--- src/sv/arrpd_pkg.sv ---
package arrpd_pkg;

  // Input beat: one compressed byte and the picture restart flag
  typedef struct packed {
    logic [7:0] data_byte;
    logic       picture_start;
  } in_t;

  // Result beat: pixel value, its repeat count and the end-of-picture flag
  typedef struct packed {
    logic [15:0] pixel;
    logic [16:0] repeat_res;
    logic        last;
  } out_t;

  // Count byte value that announces a following 16-bit extension word
  localparam logic [7:0]  COUNT_EXTEND = 8'd255;
  // Largest count a chunk can carry: 255 plus a full 16-bit word
  localparam logic [16:0] REP_MAX      = 17'd65790;

  // Configuration register indexes
  localparam logic [7:0]  CFG_CHUNK_TOTAL = 8'd0;
  localparam logic [7:0]  CFG_PIXEL_TOTAL = 8'd1;

endpackage

--- src/sv/alternating_raw_run_pixel_decoder_core.sv ---
// Alternating raw/run decoder for 16-bit pixels. It takes one compressed byte
// per beat, one byte every clock cycle unless the result side stalls; each byte
// passes an input register and then the combinational state update into the
// result register. Raw pixels come out with repeat 1, a run chunk as one beat
// with its repeat count (clamped to the pixels still missing; dropped if zero
// and not final), and the final beat of a picture carries last. Bytes after the
// end are dropped until a beat with picture_start arrives. The user writes
// chunk_total (index 0) and pixel_total (index 1) through the cfg port only while
// the block is idle; the block does not enforce this. Both reset to 1.
module alternating_raw_run_pixel_decoder_core (
  input  logic              clk,
  input  logic              rst_n,
  input  logic              in_valid,
  output logic              in_ready,
  input  arrpd_pkg::in_t    in_data,
  output logic              out_valid,
  input  logic              out_ready,
  output arrpd_pkg::out_t   out_data,
  input  logic              cfg_valid,
  output logic              cfg_ready,
  input  logic [7:0]        cfg_index,
  input  logic [31:0]       cfg_data
);

  localparam logic [3:0] PH_RAW_CNT    = 4'd0;
  localparam logic [3:0] PH_RAW_EXT_HI = 4'd1;
  localparam logic [3:0] PH_RAW_EXT_LO = 4'd2;
  localparam logic [3:0] PH_PIX_HI     = 4'd3;
  localparam logic [3:0] PH_PIX_LO     = 4'd4;
  localparam logic [3:0] PH_RUN_CNT    = 4'd5;
  localparam logic [3:0] PH_RUN_EXT_HI = 4'd6;
  localparam logic [3:0] PH_RUN_EXT_LO = 4'd7;
  localparam logic [3:0] PH_DONE       = 4'd8;

  logic [31:0]     chunk_total_r;
  logic [31:0]     pixel_total_r;

  logic            s1_valid_r;
  arrpd_pkg::in_t  s1_data_r;
  logic            s1_adv;

  logic [3:0]      phase_r,    phase_nxt;
  logic [16:0]     rem_r,      rem_nxt;
  logic [31:0]     chunks_r,   chunks_nxt;
  logic [31:0]     written_r,  written_nxt;
  logic [15:0]     prev_r,     prev_nxt;
  logic [7:0]      held_r,     held_nxt;

  logic            out_valid_r;
  arrpd_pkg::out_t out_data_r;
  logic            emit;
  arrpd_pkg::out_t res;

  logic [3:0]      cur_phase;
  logic [16:0]     cur_rem;
  logic [31:0]     cur_chunks;
  logic [31:0]     cur_written;
  logic [15:0]     cur_prev;
  logic [7:0]      cur_held;

  logic [7:0]      b;
  logic [15:0]     word;
  logic [16:0]     cnt;
  logic [31:0]     chunks_dec;
  logic            budget_last;
  logic            pw_ge;
  logic [31:0]     diff;
  logic            cnt_ge_diff;
  logic [16:0]     rep;
  logic            run_last;
  logic [16:0]     rem_dec;
  logic            pix_last;

  // Handshakes: the input register moves on whenever the result register frees
  assign s1_adv    = s1_valid_r && (!out_valid_r || out_ready);
  assign in_ready  = !s1_valid_r || s1_adv;
  assign cfg_ready = 1'b1;
  assign out_valid = out_valid_r;
  assign out_data  = out_data_r;

  // Configuration registers
  always_ff @(posedge clk) begin
    if (!rst_n) begin
      chunk_total_r <= 32'd1;
      pixel_total_r <= 32'd1;
    end else if (cfg_valid && cfg_ready) begin
      case (cfg_index)
        arrpd_pkg::CFG_CHUNK_TOTAL: chunk_total_r <= cfg_data;
        arrpd_pkg::CFG_PIXEL_TOTAL: pixel_total_r <= cfg_data;
        default: ;
      endcase
    end
  end

  // Input register: hold the accepted beat until the update takes it
  always_ff @(posedge clk) begin
    if (!rst_n) begin
      s1_valid_r <= 1'b0;
    end else if (in_valid && in_ready) begin
      s1_valid_r <= 1'b1;
    end else if (s1_adv) begin
      s1_valid_r <= 1'b0;
    end
  end

  always_ff @(posedge clk) begin
    if (in_valid && in_ready) begin
      s1_data_r <= in_data;
    end
  end

  // Restart the picture state ahead of the update when picture_start is set
  always_comb begin
    if (s1_data_r.picture_start) begin
      cur_phase   = PH_RAW_CNT;
      cur_rem     = '0;
      cur_chunks  = chunk_total_r;
      cur_written = '0;
      cur_prev    = '0;
      cur_held    = '0;
    end else begin
      cur_phase   = phase_r;
      cur_rem     = rem_r;
      cur_chunks  = chunks_r;
      cur_written = written_r;
      cur_prev    = prev_r;
      cur_held    = held_r;
    end
  end

  // Shared arithmetic for counts, budget and pixel clamping
  always_comb begin
    b           = s1_data_r.data_byte;
    word        = {cur_held, b};
    if (cur_phase == PH_RAW_EXT_LO || cur_phase == PH_RUN_EXT_LO) begin
      cnt = 17'(word) + 17'(arrpd_pkg::COUNT_EXTEND);
    end else begin
      cnt = 17'(b);
    end
    chunks_dec  = cur_chunks - 32'd1;
    budget_last = (cur_chunks == 32'd1);
    pw_ge       = (cur_written >= pixel_total_r);
    diff        = pixel_total_r - cur_written;
    cnt_ge_diff = (32'(cnt) >= diff);
    if (pw_ge) begin
      rep = '0;
    end else if (cnt_ge_diff) begin
      rep = diff[16:0];
    end else begin
      rep = cnt;
    end
    run_last    = budget_last || pw_ge || cnt_ge_diff;
    rem_dec     = cur_rem - 17'd1;
    pix_last    = ((rem_dec == '0) && budget_last) || (diff == 32'd1);
  end

  // Per-byte state update
  always_comb begin
    phase_nxt   = cur_phase;
    rem_nxt     = cur_rem;
    chunks_nxt  = cur_chunks;
    written_nxt = cur_written;
    prev_nxt    = cur_prev;
    held_nxt    = cur_held;
    emit        = 1'b0;
    res         = '0;
    case (cur_phase)
      PH_RAW_CNT, PH_RAW_EXT_LO: begin
        if (cur_phase == PH_RAW_CNT && b == arrpd_pkg::COUNT_EXTEND) begin
          phase_nxt = PH_RAW_EXT_HI;
        end else if (cnt == '0) begin
          // empty raw chunk: close it, mark the end if the budget is spent
          chunks_nxt = chunks_dec;
          if (budget_last) begin
            emit      = 1'b1;
            res.last  = 1'b1;
            phase_nxt = PH_DONE;
          end else begin
            phase_nxt = PH_RUN_CNT;
          end
        end else begin
          rem_nxt   = cnt;
          phase_nxt = PH_PIX_HI;
        end
      end
      PH_RAW_EXT_HI, PH_RUN_EXT_HI, PH_PIX_HI: begin
        held_nxt  = b;
        phase_nxt = cur_phase + 4'd1;
      end
      PH_PIX_LO: begin
        emit = 1'b1;
        if (pw_ge) begin
          res.last  = 1'b1;
          phase_nxt = PH_DONE;
        end else begin
          prev_nxt       = word;
          written_nxt    = cur_written + 32'd1;
          rem_nxt        = rem_dec;
          if (rem_dec == '0) begin
            chunks_nxt = chunks_dec;
          end
          res.pixel      = word;
          res.repeat_res = 17'd1;
          res.last       = pix_last;
          if (pix_last) begin
            phase_nxt = PH_DONE;
          end else if (rem_dec == '0) begin
            phase_nxt = PH_RUN_CNT;
          end else begin
            phase_nxt = PH_PIX_HI;
          end
        end
      end
      PH_RUN_CNT, PH_RUN_EXT_LO: begin
        if (cur_phase == PH_RUN_CNT && b == arrpd_pkg::COUNT_EXTEND) begin
          phase_nxt = PH_RUN_EXT_HI;
        end else begin
          chunks_nxt  = chunks_dec;
          written_nxt = cur_written + 32'(rep);
          phase_nxt   = run_last ? PH_DONE : PH_RAW_CNT;
          // drop a clamped-away run unless it closes the picture
          if (rep != '0 || run_last) begin
            emit           = 1'b1;
            res.pixel      = (rep != '0) ? cur_prev : 16'd0;
            res.repeat_res = rep;
            res.last       = run_last;
          end
        end
      end
      default: ;
    endcase
  end

  // State registers
  always_ff @(posedge clk) begin
    if (!rst_n) begin
      phase_r   <= PH_RAW_CNT;
      rem_r     <= '0;
      chunks_r  <= '0;
      written_r <= '0;
      prev_r    <= '0;
      held_r    <= '0;
    end else if (s1_adv) begin
      phase_r   <= phase_nxt;
      rem_r     <= rem_nxt;
      chunks_r  <= chunks_nxt;
      written_r <= written_nxt;
      prev_r    <= prev_nxt;
      held_r    <= held_nxt;
    end
  end

  // Result register: load on update, drop once the beat is taken
  always_ff @(posedge clk) begin
    if (!rst_n) begin
      out_valid_r <= 1'b0;
    end else if (s1_adv) begin
      out_valid_r <= emit;
    end else if (out_ready) begin
      out_valid_r <= 1'b0;
    end
  end

  always_ff @(posedge clk) begin
    if (s1_adv && emit) begin
      out_data_r <= res;
    end
  end

endmodule

--- config.mk ---
export PLATFORM = sky130hd
export DESIGN_NAME = alternating_raw_run_pixel_decoder_core
export DESIGN_NICKNAME = d
export VERILOG_FILES = /design/src/sv/arrpd_pkg.sv /design/src/sv/alternating_raw_run_pixel_decoder_core.sv
export SDC_FILE = /design/constraint.sdc
export NUM_CORES = 1
export LEC_CHECK = 0
export BUFFER_PORTS_ARGS = -buffer_cell sky130_fd_sc_hd__buf_2
export CORE_MARGIN = 2
export CORE_UTILIZATION = 40
export DETAILED_ROUTE_END_ITERATION = 7
export PLACE_DENSITY_LB_ADDON = 0.3
export SLEW_MARGIN = 20
export SYNTH_ARGS = -nofsm -noshare
export SYNTH_HDL_FRONTEND = slang
export SYNTH_SLANG_ARGS = --single-unit
--- constraint.sdc ---
create_clock -name clk -period 10.8 [get_ports clk]
set_input_delay 2.16 -clock clk [delete_from_list [all_inputs] [get_ports clk]]
set_output_delay 2.16 -clock clk [all_outputs]
set_load 0.02 [all_outputs]
After elaboration in Yosys (flattened, before gate mapping)
Index checks and enable logic that the tools add are counted.

storage, ports and cells
  input port bits = 54
  output and inout port bits = 37
  flip-flop bits (word level) = 218
  word-level logic and storage cells = 113

cells by class
  mux-type cells = 51
  reduce and logical (&&, ||, !) cells = 27
  eq/ne operators = 11
  $add $sub $neg = 7
  order comparisons = 2

operator list
  cell                                                 count
  2-to-1 mux 32 bit                                    9
  2-to-1 mux 17 bit                                    7
  one-hot mux 32 bit (3 select lines)                  1
  2-to-1 mux 34 bit                                    2
  one-hot mux 33 bit (2 select lines)                  1
  == test 32 x 1 -> 1 bit (second input constant)      2
  2-to-1 mux 16 bit                                    4
  one-hot mux 32 bit (2 select lines)                  1
  zero test 17 bit                                     2
  one-hot mux 17 bit (2 select lines)                  1
  2-to-1 mux 33 bit                                    1
  adder 32 x 1 -> 32 bit (second input constant)       1
  adder 32 x 17 -> 32 bit                              1
  >= comparator 17 x 32 -> 1 bit                       1
  >= comparator 32 bit                                 1
  2-to-1 mux 4 bit                                     8
  subtractor 32 x 1 -> 32 bit (second input constant)  1
  subtractor 32 bit                                    1
  adder 16 x 8 -> 17 bit (second input constant)       1
  nonzero test 17 bit                                  1
  subtractor 17 x 1 -> 17 bit (second input constant)  1
  == test 4 x 3 -> 1 bit (second input constant)       4
  2-to-1 mux 8 bit                                     2
  one-hot mux 4 bit (4 select lines)                   1
  other kinds (17)                                     43

Longest topological paths before layout
Gate-level depths: netlist (run 1).

  depth in word-level cells = 13
  gate-level depth with buffers = 39
  gate-level depth less buffers = 34

Least setup slack after synthesis (run 1)
OpenSTA, ideal clock, no wires.

  path type = reg-to-reg
  from = reg s1_data_r[0] in the netlist's numbering
  to = reg out_data_r, in the netlist out_data[0], enable pin
  setup time = 425 ps
  cell stages (with the launch flop) = 29
  setup slack = 2282 ps
  path buffers = 11
  data arrival time = 8093 ps
  data required time = 10375 ps
  clock period less this slack = 8518 ps
  cell sequence = edfxtp_1 clkbuf_1 clkbuf_1 clkbuf_1 buf_1 buf_1 clkbuf_1 clkbuf_1 buf_1 nor2_1 inv_1 ha_1 buf_2 o21ai_0 o211ai_1 xor2_1 a2111oi_2 nand3_1 nor4b_1 nand4b_1 nor4_4 buf_2 mux2_2 nor2_1 nor4_1 a21oi_2 buf_2 nor2_1 nor2_1

between the ends
  cells in the longest elaborated chain, start to end = 13
  elaborated cells between the ends (all ways) = 34
  classes of those cells = 2 x add/sub; 2 x order compare; 5 x eq/ne; 13 x mux; 12 x reduce/logical

RTL lines
  element                                                     line                                           source
  start, declared                                             alternating_raw_run_pixel_decoder_core.sv:39   arrpd_pkg::in_t s1_data_r;
  start signal, assigned                                      alternating_raw_run_pixel_decoder_core.sv:108  s1_data_r <= in_data;
  branches (longest 11 deep; another with subtractor 32 bit)  n/a
  one-hot mux 1 bit (3 select lines) *                        alternating_raw_run_pixel_decoder_core.sv:167  case (cur_phase)
  logical AND 1 bit *                                         alternating_raw_run_pixel_decoder_core.sv:265  if (s1_adv && emit) begin
  end signal, assigned                                        alternating_raw_run_pixel_decoder_core.sv:266  out_data_r <= res;
  end, declared                                               alternating_raw_run_pixel_decoder_core.sv:50   arrpd_pkg::out_t out_data_r;

Every way passes the cells marked *.
A chain may end at the register's enable or synchronous reset.

Final worst setup path (run 1)
  from = reg s1_data_r[0] in the netlist's numbering
  to = reg written_r[20]

between the ends
  cells in the longest elaborated chain, start to end = 10
  elaborated cells between the ends (all ways) = 22
  classes of those cells = 4 x add/sub; 2 x order compare; 4 x eq/ne; 9 x mux; 3 x reduce/logical

RTL lines
  element                                                    line                                           source
  branches (longest 9 deep; another with subtractor 32 bit)  n/a
  one-hot mux 32 bit (2 select lines) *                      alternating_raw_run_pixel_decoder_core.sv:167
  end signal, assigned                                       alternating_raw_run_pixel_decoder_core.sv:247  written_r <= written_nxt;
  end, declared                                              alternating_raw_run_pixel_decoder_core.sv:45   logic [31:0] written_r, written_nxt;

Marks and branches as above.

==> flow_summary.json, run 1 <==
{
  "outcome": "completed",
  "rows": 73,
  "grt_max_degree": 75,
  "yosys-top-cells-area": "dfxtp_1 21%, edfxtp_1 7.9%, nand2_1 7.4%",
  "p_leak_nw": 7.026,
  "highest_layer": "met4",
  "dieArea_um2": 42370,
  "min_delay_worst_endpoint": "chunk_total_r[4]$_SDFFE_PN0P_",
  "slew_headroom": 0.2954,
  "cp-end-kind": "flip-flop",
  "synth_edf_count": 43,
  "cts_buffers": 25,
  "synthTopCellsByCount": "320 x nand2_1, 175 x dfxtp_1, 142 x nor2_1, 140 x o21ai_0, 122 x a21oi_1",
  "cts_root_buf": "clkbuf_16",
  "critical_path_arrival_ns": 10.08,
  "synth.top_cell.area_share": 0.2150,
  "syn-cell-area_um2": 16300,
  "r2r_setup_slack_ns": 1.20,
  "pwr-share-comb": 0.192,
  "ios": 91,
  "synth.most_common_cell": "nand2_1",
  "drt-met1-wl_mm": 25.09,
  "met2_length_mm": 25.77,
  "holdPathStages": 2,
  "drt_iter0_drc": 1593,
  "place_congestion": 0.9926,
  "crit_path_max_fanout": 25,
  "min_from": "chunk_total_r[4]$_SDFFE_PN0P_",
  "finalClockSkew_ns": 0.02175,
  "ys.flop_type": "dfxtp_1",
  "finalSetupViolations": 0,
  "hold_viol_final": 0,
  "antenna_cells": 0,
  "synth.avg_cell_area_um2": 7.648,
  "multiInputGateArea_um2": 10660,
  "clock_power_share": 0.405,
  "fin_crit_ns": 9.595,
  "ys_warn_count": 0,
  "dpl.cell_count": 2636,
  "viasPerCell": 6.206,
  "grt-ovfl-total": 0,
  "crit_buf_inv": 4,
  "first_pass_iters": 6,
  "port_buffers": 89,
  "wl_mm": 57.86,
  "grt_pass1_wl_mm": 88.41,
  "cts.sinks": 218,
  "crit_path_top_delay_cell": "clkinv_1",
  "drc_errors": 0,
  "p_sw_frac": 0.3019,
  "rsz0062_at_grt": "no",
  "fin_cells": 2680,
  "min_period_over_period": 0.8884,
  "crit_family": "compound AO/OA/AOI/OAI gates",
  "yosysTopAreaCell": "dfxtp_1",
  "cp_num_cells": 31,
  "area_growth_pct": 9.820,
  "start_kind": "flip-flop",
  "min_path_type": "reg2reg",
  "crit_start": "s1_data_r[0]$_DFFE_PP_",
  "p_int_mw": 1.503,
  "finalNetCount": 2270,
  "cts_setup_buffers": 0,
  "vdd_drop_max_uv": 101.0,
  "dieWidth_um": 205.8,
  "r2r_start": "s1_data_r[0]$_DFFE_PP_",
  "yosys.cell_types.count": 90,
  "async_flop_share": 0,
  "wl_per_cell_um": 21.59,
  "clockBufferDepth": 3,
  "p_seq_frac": 0.403,
  "netSwitchingPower_uw": 649.9,
  "core_um2": 40010,
  "hpwlAfterDp_mm": 42.68,
  "max-cap-violations": 0,
  "antenna_found_initial": 0,
  "required_ns": 11.29,
  "ys_seq_elements": 218,
  "max_freq_mhz": 104.2,
  "clk_latency_ns": 0.55,
  "vias": 16630,
  "maxSlewViolCount": 0,
  "htree_levels": 1,
  "met3WireLength_mm": 4.282,
  "die_y_um": 205.8,
  "ctsHoldBuffers": 0,
  "worstMarginPinSlew_ns": 1.057,
  "ff_latch_area_um2": 4795,
  "ys_seq_area_frac": 0.2942,
  "r2r-end": "written_r[20]$_SDFFE_PN0P_",
  "syn_inst": 2131,
  "post_cts_resized": 0,
  "setup_tns_ns": 0,
  "clkTransAtPathRegs_ns": 0.07,
  "floorplan.initialDensity": 0.4074,
  "fillers": 4001,
  "syn_nets": 2263,
  "worstSetupPathType": "reg2reg",
  "cts_tree": "done",
  "reg2regPathDepth": 31,
  "cpPeakStageDelay_ns": 0.97,
  "drive_gt1_frac": 0.09606,
  "power_density_nw_per_um2": 120.3,
  "postRouteAntennaNets": 0,
  "grtUsageTotal": 0.2665,
  "grt_pass1_vias": 15160
}
==> sequential cells by signal, indices dropped and copies added (netlist names) <==
name / flops
b: 8
s1_data_r: 1
chunks_r: 32
chunk_total_r: 32
prev_r: 16
s1_valid_r: 1
out_data: 34
held_r: 8
written_r: 32
rem_r: 17
phase_r: 4
pixel_total_r: 32
out_valid: 1
==> how the worst max path moves through the flow <==
stage,endpoint
after global placement,written_r[20]$_SDFFE_PN0P_
after global routing,written_r[20]$_SDFFE_PN0P_
after floorplan,out_data[0]$_DFFE_PP_
final,written_r[20]$_SDFFE_PN0P_
after detailed placement,written_r[20]$_SDFFE_PN0P_
after CTS,written_r[20]$_SDFFE_PN0P_
==> power by group through the flow <==
stage / combinational, mW / clock, mW / sequential (mW)
after detailed placement: 0.402 / 0 / 0.884
after floorplan: 0.288 / 0 / 0.875
after global placement: 0.400 / 0 / 0.884
final: 0.413 / 0.872 / 0.868
after CTS: 0.405 / 0.888 / 0.867
after global routing: 0.451 / 0.921 / 0.870
==> final cells by class <==
| class | instances | area share |
|---|---|---|
| Tap cell | 525 | 0.03670 |
| Sequential cell | 218 | 0.2679 |
| Timing Repair Buffer | 118 | 0.03719 |
| Multi-Input combinational cell | 1695 | 0.5954 |
| Clock buffer | 33 | 0.03831 |
| Clock inverter | 11 | 0.007690 |
| Inverter | 80 | 0.01678 |
==> stage by stage <==
| step | power (mW) | instance area (um2) | util | worst slack (ns) | hold slack, ns |
|---|---|---|---|---|---|
| final | 2.153 | 17900 | 0.4474 | 1.205 | 0.4663 |
| after global routing | 2.241 | 17900 | 0.4474 | 0.6113 | 0.4970 |
| after CTS | 2.159 | 17890 | 0.4473 | 1.328 | 0.4688 |
| after detailed placement | 1.286 | 17070 | 0.4267 | 1.364 | 0.4588 |
| after global placement | 1.284 | 17070 | 0.4266 | 1.690 | 0.4530 |
| after floorplan | 1.163 | 16300 | - | 2.282 | 0.4400 |
==> cell families (layout without fill, tap and decap cells) <==
group,Yosys count,after routing,synth area share
compound gates,650,650,0.2690
simple gates,840,840,0.2479
buf+inv,218,242,0.05451
other cells,1,1,0.0002301
fa+ha+maj,79,79,0.06142
flops,218,218,0.2942
mux,60,60,0.03777
xor+xnor,65,65,0.03493
==> routing by layer <==
metal / GRT usage / up-vias
li1: - / 7807
met1: 0.3630 / 7862
met2: 0.4235 / 818
met3: 0.03453 / 145
met4: 0.1120 / 0
met5: 0 / -
==> cell usage in the layout (no fill, tap or decap), drive strengths merged, types with 21 or more instances in the layout <==
cell / netlist / layout
mux2i: 48 / 48
clkbuf: 98 / 33
dfxtp: 175 / 175
nor2: 143 / 143
nor3: 74 / 74
a22oi: 36 / 36
nor2b: 58 / 58
a21o: 21 / 21
nand4: 27 / 27
nor4: 28 / 28
ha: 76 / 76
buf: 39 / 118
and3: 21 / 21
xnor2: 40 / 40
and2: 23 / 23
inv: 79 / 81
a21boi: 73 / 73
o21ai: 154 / 154
edfxtp: 43 / 43
a21oi: 125 / 125
nand2: 320 / 320
a31oi: 38 / 38
xor2: 25 / 25
nand3: 67 / 67
==> worst reg2reg max path: cells and delay by family, from the launching register on <==
family                     cells  cell delay, ns
DFF                            1            0.82
buffers and inverters          4            1.56
xor gates and xnor gates       1            0.15
muxes                          2            0.69
adders and majority gates      3            0.98
AOI/OAI and AO/OA             12            3.32
and+or+nand+nor                9            2.05
No activity file was read; power rests on OpenSTA's default activity.
==> inputs of run 2 (changes only) <==
Clock period 10.8 ns to 10.5 ns, I/O delays scaled along.
==> run 2 against run 1 <==
Sequential power increased by 2.8%. Combinational power increased by 1%. Via count decreased by 0.31%. Critical path type unchanged. Total power increased by 2.0%. Clock-buffer cell count increased by 4. Sequential share of layout area about the same. Clock skew increased by 0.0063 ns. Worst setup slack improved by 0.18 ns.
==> flow_summary.json, run 2 (same netlist as run 1, synthesis figures left out) <==
{
  "postRouteAntennaNets": 0,
  "critical_path_arrival_ns": 9.60,
  "cp_num_cells": 28,
  "cts_tree": "done",
  "largest_reg_flops": 34,
  "finalSetupViolations": 0,
  "p_leak_nw": 7.020,
  "cts_setup_buffers": 0,
  "port_buffers": 89,
  "finalNetCount": 2270,
  "ctsHoldBuffers": 0,
  "power_density_nw_per_um2": 122.8,
  "outcome": "completed",
  "vdd_drop_max_uv": 110.4,
  "hold_viol_final": 0,
  "clk_latency_ns": 0.57,
  "slew_headroom": 0.2283,
  "finalClockSkew_ns": 0.02807,
  "required_ns": 10.98,
  "r2r-end": "written_r[20]$_SDFFE_PN0P_",
  "clockBufferDepth": 3,
  "grtUsageTotal": 0.2634,
  "fin_cells": 2679,
  "crit_start": "s1_data_r[0]$_DFFE_PP_",
  "cts_buffers": 27,
  "rows": 73,
  "post_cts_resized": 0,
  "grt-ovfl-total": 0,
  "crit_path_max_fanout": 16,
  "cts_root_buf": "clkbuf_16",
  "crit_family": "compound AO/OA/AOI/OAI gates",
  "crit_path_end": "written_r[20]$_SDFFE_PN0P_",
  "htree_levels": 1,
  "antenna_found_initial": 0,
  "holdPathStages": 2,
  "fin_crit_ns": 9.118,
  "die_y_um": 205.8,
  "layout_commonest_cell": "nand2_1",
  "drt_iter0_drc": 1731,
  "wl_per_cell_um": 21.17,
  "setup_tns_ns": 0,
  "area_growth_pct": 9.735,
  "ios": 91,
  "place_congestion": 0.9643,
  "floorplan.initialDensity": 0.4074,
  "whs_ns": 0.4646,
  "r2r_setup_slack_ns": 1.38,
  "worstSetupPathType": "reg2reg",
  "clkTransAtPathRegs_ns": 0.07,
  "cp-end-kind": "flip-flop",
  "grt_pass1_wl_mm": 87.95,
  "min_period_over_period": 0.8684,
  "maxSlewViolCount": 0,
  "vias": 16580,
  "crit_buf_inv": 2,
  "dieWidth_um": 205.8,
  "start_kind": "flip-flop",
  "min_path_type": "reg2reg",
  "cts.sinks": 218,
  "first_pass_iters": 6,
  "drc_errors": 0,
  "dpl.cell_count": 2634,
  "r2r_start": "s1_data_r[0]$_DFFE_PP_",
  "grt_max_degree": 83,
  "reg2regPathDepth": 28,
  "dp_slack_ns": 1.766,
  "max-cap-violations": 0,
  "rsz0062_at_grt": "no",
  "dieArea_um2": 42370,
  "core_um2": 40010,
  "hpwlAfterDp_mm": 41.37,
  "drive_gt1_frac": 0.09656,
  "cpPeakStageDelay_ns": 0.89,
  "layout_setup_ws_ns": 1.382,
  "antenna_cells": 0,
  "crit_path_top_delay_cell": "o21ai_1",
  "worstMarginPinSlew_ns": 1.150,
  "max_freq_mhz": 109.7,
  "viasPerCell": 6.189,
  "grt_pass1_vias": 15370,
  "layout_common_cells": "318 x nand2_1, 175 x dfxtp_1, 141 x nor2_1",
  "wl_mm": 56.72
}
[run 2: metrics by stage]
stage                     instance area [um2]  power, mW  utilization
final                                   17880      2.196       0.4470
after global routing                    17880      2.282       0.4470
after CTS                               17880      2.198       0.4468
after detailed placement                17060      1.316       0.4263
after global placement                  17050      1.313       0.4262
after floorplan                         16300      1.196            -
[run 2: routing by layer]
layer  track usage  up-vias  routed length, um
met5             0        -                  0
met1        0.3703     7881              25350
met4       0.09566        0               2383
li1              -     7795                  -
met2        0.4068      789              24360
met3       0.04039      115               4621
[run 2: cell type report]
cell class                 instances  area [um2]
multi-input combinational       1695       10660
inverter                          80       300.3
timing repair buffer             116       650.6
fill                            4096       22120
clock buffer                      37       773.2
clock inverter                     8       47.55
tap                              525       656.9
sequential                       218        4795
[run 2: power breakdown]
part,internal (mW),total (mW),switching [mW]
Clock,0.509,0.884,0.375
Combinational,0.143,0.419,0.276
Sequential,0.871,0.892,0.0218
Total,1.52,2.20,0.673
[run 2: worst min-delay path by stage]
stage | from | slack [ns] | endpoint
after global placement | chunks_r[0]$_SDFFE_PN0P_ | 0.45 | chunks_r[0]$_SDFFE_PN0P_
after detailed placement | chunks_r[29]$_SDFFE_PN0P_ | 0.46 | chunks_r[29]$_SDFFE_PN0P_
after CTS | chunks_r[29]$_SDFFE_PN0P_ | 0.47 | chunks_r[29]$_SDFFE_PN0P_
final | chunk_total_r[5]$_SDFFE_PN0P_ | 0.46 | chunk_total_r[5]$_SDFFE_PN0P_
after global routing | chunks_r[21]$_SDFFE_PN0P_ | 0.49 | chunks_r[21]$_SDFFE_PN0P_
after floorplan | chunk_total_r[15]$_SDFFE_PN0P_ | 0.44 | chunk_total_r[15]$_SDFFE_PN0P_
[run 2: tightest hold or removal path: cells and delay by family, from the launching register on]
| family | cells | cell delay [ns] |
|---|---|---|
| and+or+nand+nor | 1 | 0.05 |
| AOI/OAI and AO/OA | 1 | 0.06 |
| DFF | 1 | 0.31 |
==> inputs of run 3 (changes only) <==
Settings changed: CORE_ASPECT_RATIO set to 0.8, GPL_TIMING_DRIVEN set to 0.
==> run 3 against run 2 <==
Hold slack improved by 0.00061 ns. Via count increased by 5.9%. Global-route usage increased by 3.8 points. Design area increased by 2.5%. Flip-flop and latch count unchanged. Clock-buffer cell count decreased by 5. Total power increased by 3.3%. Die area about the same. Sequential share of layout area decreased by 0.66 points. Clock skew decreased by 0.011 ns. Combinational power increased by 11%. Routed wire length increased by 17%.
==> flow_summary.json, run 3 (same netlist as run 1, synthesis figures left out) <==
{
  "required_ns": 10.95,
  "drt_iter0_drc": 2542,
  "cts_root_buf": "clkbuf_16",
  "cp-end-kind": "flip-flop",
  "cts_buffers": 26,
  "hpwlAfterDp_mm": 51.57,
  "crit_family": "compound AO/OA/AOI/OAI gates",
  "use_met3": 0.06235,
  "grt_pass1_vias": 15790,
  "cts.sinks": 218,
  "max-cap-violations": 0,
  "clockBufferDepth": 3,
  "cpPeakStageDelay_ns": 0.73,
  "maxSlewViolCount": 0,
  "grt_pass1_wl_mm": 97.55,
  "wl_per_cell_um": 23.59,
  "vias": 17570,
  "hold_viol_final": 0,
  "ctsHoldBuffers": 0,
  "crit_buf_inv": 6,
  "whs_ns": 0.4652,
  "grtUsageTotal": 0.3016,
  "power_density_nw_per_um2": 123.6,
  "layout_commonest_cell": "nand2_1",
  "fin_crit_ns": 9.997,
  "outcome": "completed",
  "viasPerCell": 6.247,
  "max_freq_mhz": 100.0,
  "crit_path_top_delay_cell": "or4b_2",
  "first_pass_iters": 6,
  "dpl.cell_count": 2765,
  "fin_cells": 2812,
  "core_um2": 40380,
  "area_growth_pct": 12.51,
  "antenna_found_initial": 0,
  "r2r_setup_slack_ns": 0.50,
  "finalClockSkew_ns": 0.01678,
  "clkTransAtPathRegs_ns": 0.07,
  "drive_gt1_frac": 0.09616,
  "worstMarginPinSlew_ns": 1.187,
  "min_period_over_period": 0.9521,
  "grt-ovfl-total": 0,
  "critical_path_arrival_ns": 10.45,
  "met1_usage": 0.4358,
  "p_leak_nw": 7.156,
  "grt_use_met2": 0.4348,
  "place_congestion": 0.9730,
  "vdd_drop_max_uv": 85.35,
  "ios": 91,
  "start_kind": "flip-flop",
  "crit_path_max_fanout": 28,
  "dieArea_um2": 42380,
  "cts_tree": "done",
  "worstSetupPathType": "reg2reg",
  "rows": 66,
  "finalSetupViolations": 0,
  "wl_mm": 66.34,
  "post-route-util": 0.4541,
  "min_path_type": "reg2reg",
  "drc_errors": 0,
  "rsz0062_at_grt": "no",
  "postRouteAntennaNets": 0,
  "floorplan.initialDensity": 0.4036,
  "largest_reg_flops": 34,
  "port_buffers": 89,
  "dieWidth_um": 229.7,
  "clk_latency_ns": 0.57,
  "grt_busiest_layer": "met1",
  "finalNetCount": 2380,
  "slew_headroom": 0.2023,
  "timing.critical_path.mode_cell": "a21oi_1",
  "die_y_um": 184.5,
  "grt_max_degree": 28,
  "htree_levels": 1,
  "layout_common_cells": "320 x nand2_1, 175 x dfxtp_1, 141 x nor2_1"
}
-- run 3: cell types whose count changed in the layout (fill, tap and decap cells not counted), sizes merged --
cell / previous run / this run
clkbuf: 37 / 127
clkinv: 7 / 6
diode: 0 / 1
inv: 80 / 82
dlygate4sd1: 0 / 1
clkinvlp: 1 / 6
bufinv: 0 / 1
buf: 116 / 131
-- run 3: layer usage --
layer	vias to the layer above	share of wire
met4	0	0.041
met3	165	0.11
met1	8329	0.44
met2	1036	0.40
li1	8036	-
met5	-	0
-- run 3: through the flow --
step | worst slack [ns] | power, mW | TNS, ns | instance area (um2)
3_3_place_gp | -3.009 | 1.346 | -171.19 | 17420
4_1_cts | 0.1377 | 2.252 | 0 | 18310
6_report | 0.5035 | 2.267 | 0 | 18340
5_1_grt | 0.2394 | 2.339 | 0 | 18330
2_1_floorplan | 1.982 | 1.196 | 0 | 16300
3_5_place_dp | -1.765 | 1.350 | -109.63 | 17450
-- run 3: repair_timing --
action	4_1_cts	5_1_grt
buffers inserted	0	3
gates resized for setup	11	7
gates cloned	0	0
endpoints found under the setup margin	116	22
-- run 3: worst paths after layout --
path / start / to / cells past startpoint
worst max register to register: s1_data_r[0]$_DFFE_PP_ / written_r[21]$_SDFFE_PN0P_ / 35
worst min register to register: chunks_r[25]$_SDFFE_PN0P_ / chunks_r[25]$_SDFFE_PN0P_ / 2
worst min-delay path: chunks_r[25]$_SDFFE_PN0P_ / chunks_r[25]$_SDFFE_PN0P_ / 2
worst max-delay path: s1_data_r[0]$_DFFE_PP_ / written_r[21]$_SDFFE_PN0P_ / 35
-- run 3: where the power goes --
part | internal [mW] | switching [mW]
clock | 0.511 | 0.404
sequential | 0.870 | 0.0168
combinational | 0.149 | 0.317
-- run 3: layout make-up --
| class | count | area [um2] |
|---|---|---|
| Fill cell | 4065 | 22040 |
| Multi-Input combinational cell | 1695 | 10640 |
| Sequential cell | 218 | 4795 |
| Clock buffer | 32 | 713.2 |
| Tap cell | 544 | 680.7 |
| Buffer | 134 | 586.8 |
| Timing Repair Buffer | 93 | 488.0 |
| Inverter | 80 | 302.8 |
| Clock inverter | 15 | 132.6 |
| Antenna cell | 1 | 2.502 |
-- run 3: worst register-to-register path: cells and delay by family, from the launching register on --
family,cells,cell delay [ns]
adders and majority gates,3,1.03
and+or+nand+nor,9,2.79
DFF,1,0.46
AOI/OAI and AO/OA,16,3.32
buffers and inverters,6,1.82
xor gates and xnor gates,1,0.48
